==> src/rtl/core/sasmd_pkg.sv <==
// shared types and constants for the signed add / sub / mul / div unit
package sasmd_pkg;

   localparam int WIDTH = 32;
   localparam int CNT_W = $clog2(WIDTH);

   localparam logic [WIDTH-1:0] INT_MIN = {1'b1, {(WIDTH-1){1'b0}}};
   localparam logic [WIDTH-1:0] INT_MAX = ~INT_MIN;
   localparam logic [CNT_W-1:0] LAST_CNT = CNT_W'(WIDTH - 1);

   typedef enum logic [1:0] {
      FUNC_ADD = 2'd0,
      FUNC_SUB = 2'd1,
      FUNC_MUL = 2'd2,
      FUNC_DIV = 2'd3
   } func_type;

   // one datapath operation per cycle
   typedef enum logic [3:0] {
      STEP_NONE,
      STEP_LOAD,
      STEP_ADDSUB,
      STEP_SPECIAL,
      STEP_ABS_A,
      STEP_ABS_B,
      STEP_MUL,
      STEP_DIV,
      STEP_FIX
   } step_type;

   typedef enum logic [3:0] {
      ST_IDLE,
      ST_DECODE,
      ST_ABS_B,
      ST_MUL,
      ST_DIV,
      ST_FIX,
      ST_DONE
   } state_type;

   typedef struct packed {
      step_type step;
   } ctrl_type;

   typedef struct packed {
      func_type func;
      logic     div_zero;
      logic     div_ovf;
   } stat_type;

endpackage

==> src/rtl/core/sasmd_if.sv <==
// request and response channel interfaces
interface sasmd_req_if;
   logic                                      valid;
   logic                                      ready;
   sasmd_pkg::func_type                       func;
   logic signed [sasmd_pkg::WIDTH-1:0]        operand_a;
   logic signed [sasmd_pkg::WIDTH-1:0]        operand_b;

   modport source (output valid, output func, output operand_a, output operand_b,
                   input ready);
   modport sink   (input valid, input func, input operand_a, input operand_b,
                   output ready);
endinterface

interface sasmd_rsp_if;
   logic                                      valid;
   logic                                      ready;
   logic signed [sasmd_pkg::WIDTH-1:0]        result;
   logic                                      div_by_zero;
   logic                                      saturated;

   modport source (output valid, output result, output div_by_zero, output saturated,
                   input ready);
   modport sink   (input valid, input result, input div_by_zero, input saturated,
                   output ready);
endinterface

==> src/rtl/core/sasmd_dpath.sv <==
// operand registers, shared adder and result register
module sasmd_dpath (
   input  logic                              clock,
   input  sasmd_pkg::ctrl_type               ctl,
   input  sasmd_pkg::func_type               in_func,
   input  logic signed [sasmd_pkg::WIDTH-1:0] in_a,
   input  logic signed [sasmd_pkg::WIDTH-1:0] in_b,
   output sasmd_pkg::stat_type               stat,
   output logic signed [sasmd_pkg::WIDTH-1:0] result,
   output logic                              div_by_zero,
   output logic                              saturated
);

   localparam int W = sasmd_pkg::WIDTH;

   sasmd_pkg::func_type func_ff, func_in;
   logic [W-1:0] a_ff, a_in;      // multiplicand, dividend / quotient
   logic [W-1:0] b_ff, b_in;      // multiplier, divisor
   logic [W-1:0] acc_ff, acc_in;  // product, remainder
   logic         neg_ff, neg_in;
   logic [W-1:0] res_ff, res_in;
   logic         dz_ff, dz_in;
   logic         sat_ff, sat_in;

   logic [W-1:0] add_x, add_y, rem_sh;
   logic         add_inv;
   logic [W:0]   sum;

   assign rem_sh = {acc_ff[W-2:0], a_ff[W-1]};

   // the one shared adder
   always_comb begin
      add_x   = '0;
      add_y   = '0;
      add_inv = 1'b0;
      case (ctl.step)
         sasmd_pkg::STEP_ADDSUB: begin
            add_x   = a_ff;
            add_y   = b_ff;
            add_inv = (func_ff == sasmd_pkg::FUNC_SUB);
         end
         sasmd_pkg::STEP_ABS_A: begin
            add_y   = a_ff;
            add_inv = 1'b1;
         end
         sasmd_pkg::STEP_ABS_B: begin
            add_y   = b_ff;
            add_inv = 1'b1;
         end
         sasmd_pkg::STEP_MUL: begin
            add_x = acc_ff;
            add_y = a_ff;
         end
         sasmd_pkg::STEP_DIV: begin
            add_x   = rem_sh;
            add_y   = b_ff;
            add_inv = 1'b1;
         end
         sasmd_pkg::STEP_FIX: begin
            add_y   = a_ff;
            add_inv = neg_ff;
         end
         default: begin
            add_inv = 1'b0;
         end
      endcase
   end

   assign sum = {1'b0, add_x} + {1'b0, (add_inv ? ~add_y : add_y)} + (W+1)'(add_inv);

   always_comb begin
      func_in = func_ff;
      a_in    = a_ff;
      b_in    = b_ff;
      acc_in  = acc_ff;
      neg_in  = neg_ff;
      res_in  = res_ff;
      dz_in   = dz_ff;
      sat_in  = sat_ff;
      case (ctl.step)
         sasmd_pkg::STEP_LOAD: begin
            func_in = in_func;
            a_in    = in_a;
            b_in    = in_b;
            acc_in  = '0;
            neg_in  = in_a[W-1] ^ in_b[W-1];
         end
         sasmd_pkg::STEP_ADDSUB: begin
            res_in = sum[W-1:0];
            dz_in  = 1'b0;
            sat_in = 1'b0;
         end
         sasmd_pkg::STEP_SPECIAL: begin
            dz_in  = stat.div_zero;
            sat_in = stat.div_ovf & ~stat.div_zero;
            res_in = stat.div_zero ? '0 : sasmd_pkg::INT_MAX;
         end
         sasmd_pkg::STEP_ABS_A: begin
            if (a_ff[W-1]) begin
               a_in = sum[W-1:0];
            end
         end
         sasmd_pkg::STEP_ABS_B: begin
            if (b_ff[W-1]) begin
               b_in = sum[W-1:0];
            end
         end
         sasmd_pkg::STEP_MUL: begin
            if (b_ff[0]) begin
               acc_in = sum[W-1:0];
            end
            a_in = {a_ff[W-2:0], 1'b0};
            b_in = {1'b0, b_ff[W-1:1]};
         end
         sasmd_pkg::STEP_DIV: begin
            // carry out set means no borrow: keep the difference
            acc_in = sum[W] ? sum[W-1:0] : rem_sh;
            a_in   = {a_ff[W-2:0], sum[W]};
         end
         sasmd_pkg::STEP_FIX: begin
            res_in = (func_ff == sasmd_pkg::FUNC_MUL) ? acc_ff : sum[W-1:0];
            dz_in  = 1'b0;
            sat_in = 1'b0;
         end
         default: begin
            res_in = res_ff;
         end
      endcase
   end

   always_ff @(posedge clock) begin
      func_ff <= func_in;
      a_ff    <= a_in;
      b_ff    <= b_in;
      acc_ff  <= acc_in;
      neg_ff  <= neg_in;
      res_ff  <= res_in;
      dz_ff   <= dz_in;
      sat_ff  <= sat_in;
   end

   assign stat.func     = func_ff;
   assign stat.div_zero = (b_ff == '0);
   assign stat.div_ovf  = (a_ff == sasmd_pkg::INT_MIN) && (b_ff == '1);

   assign result      = res_ff;
   assign div_by_zero = dz_ff;
   assign saturated   = sat_ff;

endmodule

==> src/rtl/core/sasmd_ctrl.sv <==
// sequencer: decode, iteration count and handshake control
module sasmd_ctrl (
   input  logic                 clock,
   input  logic                 reset,
   input  logic                 req_valid,
   output logic                 req_ready,
   output logic                 rsp_valid,
   input  logic                 rsp_ready,
   input  sasmd_pkg::stat_type  stat,
   output sasmd_pkg::ctrl_type  ctl
);

   sasmd_pkg::state_type state_ff, state_in;
   logic [sasmd_pkg::CNT_W-1:0] cnt_ff, cnt_in;
   logic last;
   logic req_take;

   assign last     = (cnt_ff == sasmd_pkg::LAST_CNT);
   assign req_take = req_valid & req_ready;

   // next state
   always_comb begin
      state_in = state_ff;
      case (state_ff)
         sasmd_pkg::ST_IDLE: begin
            if (req_valid) begin
               state_in = sasmd_pkg::ST_DECODE;
            end
         end
         sasmd_pkg::ST_DECODE: begin
            case (stat.func)
               sasmd_pkg::FUNC_MUL: state_in = sasmd_pkg::ST_MUL;
               sasmd_pkg::FUNC_DIV: begin
                  if (stat.div_zero || stat.div_ovf) begin
                     state_in = sasmd_pkg::ST_DONE;
                  end else begin
                     state_in = sasmd_pkg::ST_ABS_B;
                  end
               end
               default: state_in = sasmd_pkg::ST_DONE;
            endcase
         end
         sasmd_pkg::ST_ABS_B: state_in = sasmd_pkg::ST_DIV;
         sasmd_pkg::ST_MUL: begin
            if (last) begin
               state_in = sasmd_pkg::ST_FIX;
            end
         end
         sasmd_pkg::ST_DIV: begin
            if (last) begin
               state_in = sasmd_pkg::ST_FIX;
            end
         end
         sasmd_pkg::ST_FIX: state_in = sasmd_pkg::ST_DONE;
         sasmd_pkg::ST_DONE: begin
            if (rsp_ready) begin
               state_in = req_valid ? sasmd_pkg::ST_DECODE : sasmd_pkg::ST_IDLE;
            end
         end
         default: state_in = sasmd_pkg::ST_IDLE;
      endcase
   end

   // outputs
   always_comb begin
      req_ready = 1'b0;
      rsp_valid = 1'b0;
      ctl.step  = sasmd_pkg::STEP_NONE;
      case (state_ff)
         sasmd_pkg::ST_IDLE: begin
            req_ready = 1'b1;
            if (req_valid) begin
               ctl.step = sasmd_pkg::STEP_LOAD;
            end
         end
         sasmd_pkg::ST_DECODE: begin
            case (stat.func)
               sasmd_pkg::FUNC_MUL: ctl.step = sasmd_pkg::STEP_NONE;
               sasmd_pkg::FUNC_DIV: begin
                  if (stat.div_zero || stat.div_ovf) begin
                     ctl.step = sasmd_pkg::STEP_SPECIAL;
                  end else begin
                     ctl.step = sasmd_pkg::STEP_ABS_A;
                  end
               end
               default: ctl.step = sasmd_pkg::STEP_ADDSUB;
            endcase
         end
         sasmd_pkg::ST_ABS_B: ctl.step = sasmd_pkg::STEP_ABS_B;
         sasmd_pkg::ST_MUL:   ctl.step = sasmd_pkg::STEP_MUL;
         sasmd_pkg::ST_DIV:   ctl.step = sasmd_pkg::STEP_DIV;
         sasmd_pkg::ST_FIX:   ctl.step = sasmd_pkg::STEP_FIX;
         sasmd_pkg::ST_DONE: begin
            rsp_valid = 1'b1;
            req_ready = rsp_ready;
            if (rsp_ready && req_valid) begin
               ctl.step = sasmd_pkg::STEP_LOAD;
            end
         end
         default: req_ready = 1'b0;
      endcase
   end

   assign cnt_in = ((state_ff == sasmd_pkg::ST_MUL) || (state_ff == sasmd_pkg::ST_DIV)) ?
                   cnt_ff + 1'b1 : '0;

   always_ff @(posedge clock) begin
      if (reset) begin
         state_ff <= sasmd_pkg::ST_IDLE;
         cnt_ff   <= '0;
      end else begin
         state_ff <= state_in;
         cnt_ff   <= cnt_in;
      end
   end

`ifndef SYNTHESIS
   // the loop always runs the full operand width
   a_fix_after_last: assert property (@(posedge clock) disable iff (reset)
      (state_ff == sasmd_pkg::ST_FIX) |-> ($past(cnt_ff) == sasmd_pkg::LAST_CNT))
      else $error("fix step entered before loop finished");

   a_take_decodes: assert property (@(posedge clock) disable iff (reset)
      req_take |=> (state_ff == sasmd_pkg::ST_DECODE))
      else $error("accepted transaction not decoded");

   a_busy_not_ready: assert property (@(posedge clock) disable iff (reset)
      ((state_ff != sasmd_pkg::ST_IDLE) && (state_ff != sasmd_pkg::ST_DONE)) |-> !req_ready)
      else $error("ready while an operation is in flight");

   a_loop_start: assert property (@(posedge clock) disable iff (reset)
      ($rose(state_ff == sasmd_pkg::ST_MUL) || $rose(state_ff == sasmd_pkg::ST_DIV))
      |-> (cnt_ff == '0))
      else $error("loop counter not cleared at loop start");
`endif

endmodule

==> src/rtl/core/signed_int_add_sub_mul_div_top.sv <==
// top level of the signed add / subtract / multiply / divide unit
//
// usage
//  - req_chan carries one transaction: func (0 add, 1 sub, 2 mul, 3 div)
//    and two signed operands; taken when valid and ready are both high
//  - rsp_chan returns result, div_by_zero and saturated for each request,
//    in order, one response per request
//  - a single shared adder does all the arithmetic under a small sequencer
//  - add / sub and the divide special cases (zero divisor, min / -1):
//    result written in the decode state, response valid in the done state
//  - multiply: one shift-and-add pass of the adder per operand bit (32)
//    plus decode and result write
//  - divide: one restoring step per bit (32) plus decode,
//    divisor magnitude and sign fix-up
//  - one operation in flight; a new request is taken in the cycle the
//    previous response is taken, so back-to-back mul / div pass through
//    no idle state between transactions
//  - while the receiver stalls the response register holds its value and
//    no request is taken
//  - synchronous reset returns the sequencer to idle with no response valid
module signed_int_add_sub_mul_div_top (
   input  logic        clock,
   input  logic        reset,
   sasmd_req_if.sink   req_chan,
   sasmd_rsp_if.source rsp_chan
);

   sasmd_pkg::ctrl_type ctl;   // per-cycle datapath step
   sasmd_pkg::stat_type stat;  // decode status back to the sequencer

   // sequencer: owns both handshakes and the bit counter
   sasmd_ctrl u_ctrl (
      .clock     (clock),
      .reset     (reset),
      .req_valid (req_chan.valid),
      .req_ready (req_chan.ready),
      .rsp_valid (rsp_chan.valid),
      .rsp_ready (rsp_chan.ready),
      .stat      (stat),
      .ctl       (ctl)
   );

   // datapath: operand shifters, shared adder and response register
   sasmd_dpath u_dpath (
      .clock       (clock),
      .ctl         (ctl),
      .in_func     (req_chan.func),
      .in_a        (req_chan.operand_a),
      .in_b        (req_chan.operand_b),
      .stat        (stat),
      .result      (rsp_chan.result),
      .div_by_zero (rsp_chan.div_by_zero),
      .saturated   (rsp_chan.saturated)
   );

endmodule
==> src/flat_wrapper.sv <==
// flat-port wrapper written by rule: the top's interface ports become plain ports
module signed_int_add_sub_mul_div_top_flat 
  (clock, reset, req_chan_valid, req_chan_func, req_chan_operand_a, req_chan_operand_b, req_chan_ready, rsp_chan_valid, rsp_chan_result, rsp_chan_div_by_zero, rsp_chan_saturated, rsp_chan_ready);
  sasmd_req_if req_chan_i ();
  sasmd_rsp_if rsp_chan_i ();
  input  logic clock;
  input  logic reset;
  input wire logic [$bits(req_chan_i.valid)-1:0] req_chan_valid;
  input wire logic [$bits(req_chan_i.func)-1:0] req_chan_func;
  input wire logic [$bits(req_chan_i.operand_a)-1:0] req_chan_operand_a;
  input wire logic [$bits(req_chan_i.operand_b)-1:0] req_chan_operand_b;
  output wire logic [$bits(req_chan_i.ready)-1:0] req_chan_ready;
  output wire logic [$bits(rsp_chan_i.valid)-1:0] rsp_chan_valid;
  output wire logic [$bits(rsp_chan_i.result)-1:0] rsp_chan_result;
  output wire logic [$bits(rsp_chan_i.div_by_zero)-1:0] rsp_chan_div_by_zero;
  output wire logic [$bits(rsp_chan_i.saturated)-1:0] rsp_chan_saturated;
  input wire logic [$bits(rsp_chan_i.ready)-1:0] rsp_chan_ready;
  assign req_chan_i.valid = req_chan_valid;
  assign req_chan_i.func = req_chan_func;
  assign req_chan_i.operand_a = req_chan_operand_a;
  assign req_chan_i.operand_b = req_chan_operand_b;
  assign req_chan_ready = req_chan_i.ready;
  assign rsp_chan_valid = rsp_chan_i.valid;
  assign rsp_chan_result = rsp_chan_i.result;
  assign rsp_chan_div_by_zero = rsp_chan_i.div_by_zero;
  assign rsp_chan_saturated = rsp_chan_i.saturated;
  assign rsp_chan_i.ready = rsp_chan_ready;
  signed_int_add_sub_mul_div_top u_core (.clock(clock), .reset(reset), .req_chan(req_chan_i), .rsp_chan(rsp_chan_i));
endmodule
==> config.mk <==
export PLATFORM = sky130hd
export DESIGN_NAME = signed_int_add_sub_mul_div_top_flat
export DESIGN_NICKNAME = d
export VERILOG_FILES = /design/src/rtl/core/sasmd_pkg.sv /design/src/rtl/core/sasmd_if.sv /design/src/rtl/core/sasmd_dpath.sv /design/src/rtl/core/sasmd_ctrl.sv /design/src/rtl/core/signed_int_add_sub_mul_div_top.sv /design/src/flat_wrapper.sv
export SDC_FILE = /design/constraint.sdc
export NUM_CORES = 1
export LEC_CHECK = 0
export ABC_AREA = 1
export BUFFER_PORTS_ARGS = -buffer_cell sky130_fd_sc_hd__buf_2
export CAP_MARGIN = 5
export CORE_AREA = 5 5 182 140
export CTS_CLUSTER_DIAMETER = 80
export DETAILED_ROUTE_END_ITERATION = 10
export DIE_AREA = 0 0 187 145
export SYNTH_ARGS = -nofsm -noshare
export SYNTH_HDL_FRONTEND = slang
export SYNTH_SLANG_ARGS = --single-unit
export TNS_END_PERCENT = 50
==> constraint.sdc <==
create_clock -name clock -period 12.5 [get_ports clock]
set_clock_uncertainty 0.1 [all_clocks]
set_input_delay 0 -clock clock [delete_from_list [all_inputs] [get_ports clock]]
set_output_delay 0 -clock clock [all_outputs]
set_load 0.01 [all_outputs]
### Word level (Yosys, flattened, before mapping)

Cells that the tools add are included.

* bits of input ports: 70
* register bits: 142
* output and inout bits: 36

* equal/unequal tests: 26
* add/subtract/negate cells: 3
* reductions and logical operators: 21
* bitwise logic cells: 5
* mux-type cells: 29

Operators with widths (number)
* 32-bit one-hot mux with 3 select lines: 4
* 32-bit two-way mux: 6
* 32-bit one-hot mux with 4 select lines: 1
* 32-bit equality test, second input constant: 2
* 32-bit one-hot mux with 2 select lines: 1
* 32-bit by 32-bit adder with 33-bit output: 1
* 33-bit by 1-bit adder with 33-bit output: 1
* 32-bit zero test: 1
* 32-bit NOT: 1
* 31-bit two-way mux: 1
* 4-bit by 3-bit equality test with 1-bit output, second input constant: 7
* 4-bit one-hot mux with 7 select lines: 1
* 4-bit one-hot mux with 6 select lines: 1
* 4-bit by 2-bit equality test with 1-bit output, second input constant: 4
* 4-bit two-way mux: 3
* 3-bit one-hot mux with 2 select lines: 2
* 2-bit inequality test, second input constant: 5
* 3-bit nonzero test: 3
* 3-bit OR reduction: 3
* 4-bit by 1-bit equality test with 1-bit output, second input constant: 2
* 3-bit two-way mux: 2
* 1-bit one-hot mux with 2 select lines: 3
* 2-bit AND reduction: 3
* 2-bit OR reduction: 3
* other kinds (17): 23

### Depth between registers and ports, before layout

* depth after elaboration: 15
* depth in mapped cells: 35
* depth with buffers taken out: 33

### Hierarchy

Synthesis repeated with hierarchy kept, for this count alone.

* cell total of the unflattened synthesis: 1395
* area total of the unflattened synthesis: 10670.2 µm²

Modules (own cells, without submodules)
* sasmd_dpath: times used 1, area an instance 10134.7 µm², cells each 1313
* sasmd_ctrl: times used 1, area an instance 535.5 µm², cells each 82

### Worst setup path before layout

OpenSTA, ideal clock, no wires.

* path type: register to register
* start: register u_core.u_dpath.b_ff[0]
* end: register u_core.u_dpath.acc_ff[28] (data pin)
* data required time: 12133 ps
* buffers on the path: 2
* stages on the path, launching flop included: 31
* slack: 7685 ps
* data arrival time: 4448 ps
* period minus slack after synthesis: 4815 ps
* path through: edfxtp_1 -> nor3_1 -> nand3_1 -> nor2_1 -> nand2_1 -> nand2_1 -> a21oi_1 -> nand2_2 -> nor2_2 -> a21oi_1 -> buf_2 -> clkinv_1 -> buf_2 -> xor2_1 -> ha_1 -> a21oi_1 -> nand2_1 -> nand2_1 -> nand2_1 -> a21boi_1 -> o21ai_1 -> a21boi_2 -> o21ai_1 -> a21oi_1 -> o21ai_0 -> nand2_1 -> nand2_1 -> xnor2_1 -> inv_1 -> o21ai_0 -> o21ai_0

* cells in the longest elaborated chain, start to end: 15
* elaborated cells on any way between the ends: 27
* classes of those cells: add/sub (2); eq/ne (8); mux (10); bitwise (1); reduce/logical (6)

Ends and longest elaborated chain
* from (decl): RTL line sasmd_dpath.sv:18 `logic [W-1:0] b_ff, b_in;`
* from (signal assigned): RTL line sasmd_dpath.sv:134 `b_ff <= b_in;`
* 32-bit equality test: RTL line sasmd_dpath.sv:144 `assign stat.div_ovf = (a_ff == sasmd_pkg::INT_MIN) && (b_ff == '1);`
* 1-bit logical AND: RTL line sasmd_dpath.sv:144
* 1-bit logical OR: RTL line sasmd_ctrl.sv:80 `if (stat.div_zero || stat.div_ovf) begin`
* 3-bit two-way mux: RTL line sasmd_ctrl.sv:80
* 3-bit one-hot mux with 2 select lines: RTL line sasmd_ctrl.sv:77 `case (stat.func)`
* 4-bit one-hot mux with 7 select lines: RTL line sasmd_ctrl.sv:69 `case (state_ff)`
* 4-bit by 3-bit equality test with 1-bit output (tied with other cells): RTL line sasmd_dpath.sv:36, sasmd_dpath.sv:80
* 3-bit OR reduction (no line)
* 32-bit one-hot mux with 2 select lines: RTL line sasmd_dpath.sv:36 `case (ctl.step)`
* 32-bit NOT: RTL line sasmd_dpath.sv:69 `assign sum = {1'b0, add_x} + {1'b0, (add_inv ? ~add_y : add_y)} + (W+1)'(add_inv);`
* 32-bit two-way mux: RTL line sasmd_dpath.sv:69
* 32-bit by 32-bit adder with 33-bit output: RTL line sasmd_dpath.sv:69
* 33-bit by 1-bit adder with 33-bit output: RTL line sasmd_dpath.sv:69
* 32-bit two-way mux, on equally long branches: RTL line sasmd_dpath.sv:117, sasmd_dpath.sv:109
* 32-bit one-hot mux with 3 select lines (*): RTL line sasmd_dpath.sv:80 `case (ctl.step)`
* named net u_core.u_dpath.acc_in[28]: RTL line sasmd_dpath.sv:19 `logic [W-1:0] acc_ff, acc_in;`
* to (signal assigned): RTL line sasmd_dpath.sv:135 `acc_ff <= acc_in;`
* to (decl): RTL line sasmd_dpath.sv:19

Mark *: on every way through the listed nets, which the timed path passes. The rest lies on a longest branch. The select of a mux whose other input is x is not followed.
A chain may end at the register's enable or synchronous reset.

### Worst setup path after layout

* start: register u_core.u_ctrl.state_ff[1]
* end: register u_core.u_dpath.acc_ff[28] (data pin)

* cells in the longest elaborated chain, start to end: 11
* elaborated cells on any way between the ends: 28
* classes of those cells: add/sub (2); eq/ne (13); mux (8); bitwise (1); reduce/logical (4)

Ends and longest elaborated chain
* from (decl): RTL line sasmd_ctrl.sv:13 `sasmd_pkg::state_type state_ff, state_in;`
* from (signal assigned): RTL line sasmd_ctrl.sv:109 `state_ff <= sasmd_pkg::ST_IDLE;`
* from (signal assigned): RTL line sasmd_ctrl.sv:112 `state_ff <= state_in;`
* 4-bit by 3-bit equality test with 1-bit output (tied with other cells): RTL line sasmd_ctrl.sv:69
* 4-bit one-hot mux with 7 select lines (*): RTL line sasmd_ctrl.sv:69
* 4-bit by 3-bit equality test with 1-bit output (tied with other cells): RTL line sasmd_dpath.sv:36, sasmd_dpath.sv:80
* 3-bit OR reduction (no line)
* 32-bit one-hot mux with 2 select lines: RTL line sasmd_dpath.sv:36
* 32-bit NOT: RTL line sasmd_dpath.sv:69
* 32-bit two-way mux: RTL line sasmd_dpath.sv:69
* 32-bit by 32-bit adder with 33-bit output: RTL line sasmd_dpath.sv:69
* 33-bit by 1-bit adder with 33-bit output: RTL line sasmd_dpath.sv:69
* 32-bit two-way mux, on equally long branches: RTL line sasmd_dpath.sv:117, sasmd_dpath.sv:109
* 32-bit one-hot mux with 3 select lines (*): RTL line sasmd_dpath.sv:80
* named net u_core.u_dpath.acc_in[28]: RTL line sasmd_dpath.sv:19

Marked as above.

==> flow_summary.toml <==
[run_status]
outcome = "complete, no violations"

[placed_design]
place.detailed.hpwl_mm = 28.9
dpl-instance-area_um2 = 11100
placer_s_final_routability_congestion_estimate = 0.983
placement.setup.worst_slack_ps = 4360
place.port_buffers = 105

[synthesis]
cell_type_with_the_highest_aggregate_area_in_the_netlist = "edfxtp_1"
yosysWarningCount = 0
synth_most_common_cell = "nand2_1"
synthDistinctLibCells = 56
syn_std_cell_area_um2 = 10300
synthesis.area_per_instance_um2 = 7.70
netlist_top_cells_area = "edfxtp_1, nand2_1, inv_1"
async_flop_share_pct = 0
seq_area_frac_synth_pct = 40.2
synth_commonest_cells = "nand2_1, inv_1, edfxtp_1"
netlist.area_leader.share_pct = 38.6
synthesis.instances = 1343
synth_nets = 1447
synth-edff-count = 133
synth_seq_cells = 141
synth_ff_type = "edfxtp_1"

[clock_network]
cts_made_buffers = 17
clock-sinks = 141
htreeDepth = 4
clockRootBuffer = "clkbuf_16"
insertion_delay_ps = 450
cts-hold-fix-buffers = 69
cts.repair_timing.setup_buffer_count = 0
path_clk_slew_ps = 70
cts_buffer_depth = 2
post_cts_resize_count = 0
tritoncts_clock_tree = "yes"

[setup_path]
critPathLaunchType = "register"
critical-path-max-stage-delay_ps = 980
sum_of_buffers_and_inverters_on_the_critical_path = 9
critical_path.top_delay_family = "buffers and inverters"
end_kind = "register"
critical_path.max_fanout = 35
crit_slowest_cell = "nor2_2"
r2r_setup_slack_ps = 4060
timing_worst_setup_path_type = "reg2reg"
worst_ep_required_time_ps = 12690
worst_ep_arrival_ps = 8630

[sta]
layout_setup_ws_ps = 4060
rsz0062_at_grt = "no"
finalCriticalPeriod_ps = 8440
setup-tns-final_ps = 0
final-setup-viol-count = 0
layout_worst_path_cycle_share_pct = 67.5
fmax_mhz = 118
hold_violations = 0
timing_worst_slew_pin_value_ps = 1170
slew_headroom_pct = 22.0
timing.final.max_slew_violations = 0

[floorplan]
floorplan.rows = 49
die_x_um = 187
initial_util_pct = 43.9
die_area_um2 = 27100
core_region_area_um2 = 23500
floorplan.io_pins = 106
chipHeight_um = 145

[drt]
wl_per_cell_um = 21.6
detail_route.drc_violations = 0
num_vias = 10500
detail_route.first_pass.iterations = 5
antenna_left = 0
avgViaCountPerCell = 5.80
number_of_drc_markers_after_the_initial_detailed_route_iteration = 1436
final_wl_mm = 39.2

[finish]
area_delta_synth_final_pct = 19.9
utilization_pct = 52.6
final_net_count = 1599
antenna_cells = 0
post_route_cells_drive_above_1_share_pct = 13.5
layout.cell_area.non_filler_um2 = 12400
nFillCells = 2290

[min_path]
min-delay-path-class = "in2reg"

[global_route]
antenna_found_initial = 1
grt_max_degree = 76
grt_pass1_vias = 9670
grt_first_pass_wirelength_mm = 58.9
globalRouteTotalUtil_pct = 28.2
globalRouteOverflowTotal = 0

[job]
drv_cap = 0
==> layout make-up <==
class / count / area [um^2] / area share, %
Clock buffer: 18 / 429 / 3.46
Inverter: 170 / 641 / 5.17
Multi-Input combinational cell: 979 / 5330 / 43.0
Timing Repair Buffer: 186 / 1310 / 10.5
Tap cell: 306 / 383 / 3.09
Sequential cell: 141 / 4150 / 33.5
Clock inverter: 14 / 145 / 1.17
==> cell families (layout without fill, tap and decap cells) <==
kind of cell             Yosys count  in the layout  share of synthesized area (%)
AND/OR/NAND/NOR                  561            561                           23.1
AO/OA/AOI/OAI                    331            331                           19.5
buffers and inverters            223            388                           8.27
flip-flops                       141            141                           40.2
XOR/XNOR                          53             53                           4.78
adder cells (fa/ha/maj)           34             34                           4.19
==> placed cells by master, fill, tap and decap left out, types with 4 or more instances in the layout <==
cell type        n
dlygate4sd3_1   69
clkbuf_16       17
nor2_1         114
a21oi_1         97
nand3_1         65
nand2_2         19
o21ai_1         12
buf_4           12
buf_2          105
o211ai_1        18
o221ai_1        44
xor2_2           4
nand4_1          9
edfxtp_1       133
inv_2           14
dfxtp_1          8
nor2_2           5
ha_1            33
xnor2_1         11
inv_1          153
nor3_1          11
o22ai_1         39
a22oi_1          9
inv_8            5
o21a_1           5
xor2_1          38
o21ai_0         89
nand2_1        317
==> sequential cells by signal, summed over array words and instances (netlist names) <==
register and flops:
u_core.u_dpath.result 32, u_core.u_ctrl.state_ff 3, u_core.u_dpath.acc_ff 32, u_core.u_dpath.func_ff 2
u_core.u_dpath.saturated 1, u_core.u_ctrl.cnt_ff 5, u_core.u_dpath.b_ff 32, u_core.u_dpath.neg_ff 1
u_core.u_dpath.a_ff 32, u_core.u_dpath.div_by_zero 1
==> layer usage <==
metal | global-route usage (%) | routed length, um
met1 | 45.2 | 18600
met5 | 0 | 13
met4 | 5.76 | 609
met3 | 9.15 | 5180
met2 | 36.6 | 14800
==> metrics by stage <==
step	hold slack, ps	std cells
after detailed placement	78.7	1713
final	156	1814
after global placement	78.2	1713
after floorplan	-30.9	1343
after CTS	140	1814
after global routing	159	1814
==> worst paths after layout <==
check,startpoint,cells after the start,endpoint
setup reg to reg,u_core.u_ctrl.state_ff[1]$_SDFFE_PP0P_,31,u_core.u_dpath.acc_ff[28]$_DFFE_PP_
hold reg to reg,u_core.u_ctrl.cnt_ff[0]$_SDFF_PP0_,1,u_core.u_ctrl.cnt_ff[0]$_SDFF_PP0_
setup / recovery,u_core.u_ctrl.state_ff[1]$_SDFFE_PP0P_,31,u_core.u_dpath.acc_ff[28]$_DFFE_PP_
hold / removal,req_chan_func[1],2,u_core.u_dpath.func_ff[1]$_DFFE_PP_
Power is left out: the tool's default activity adds up to more than one toggle a clock period on the data nets, which glitch-free logic cannot reach.
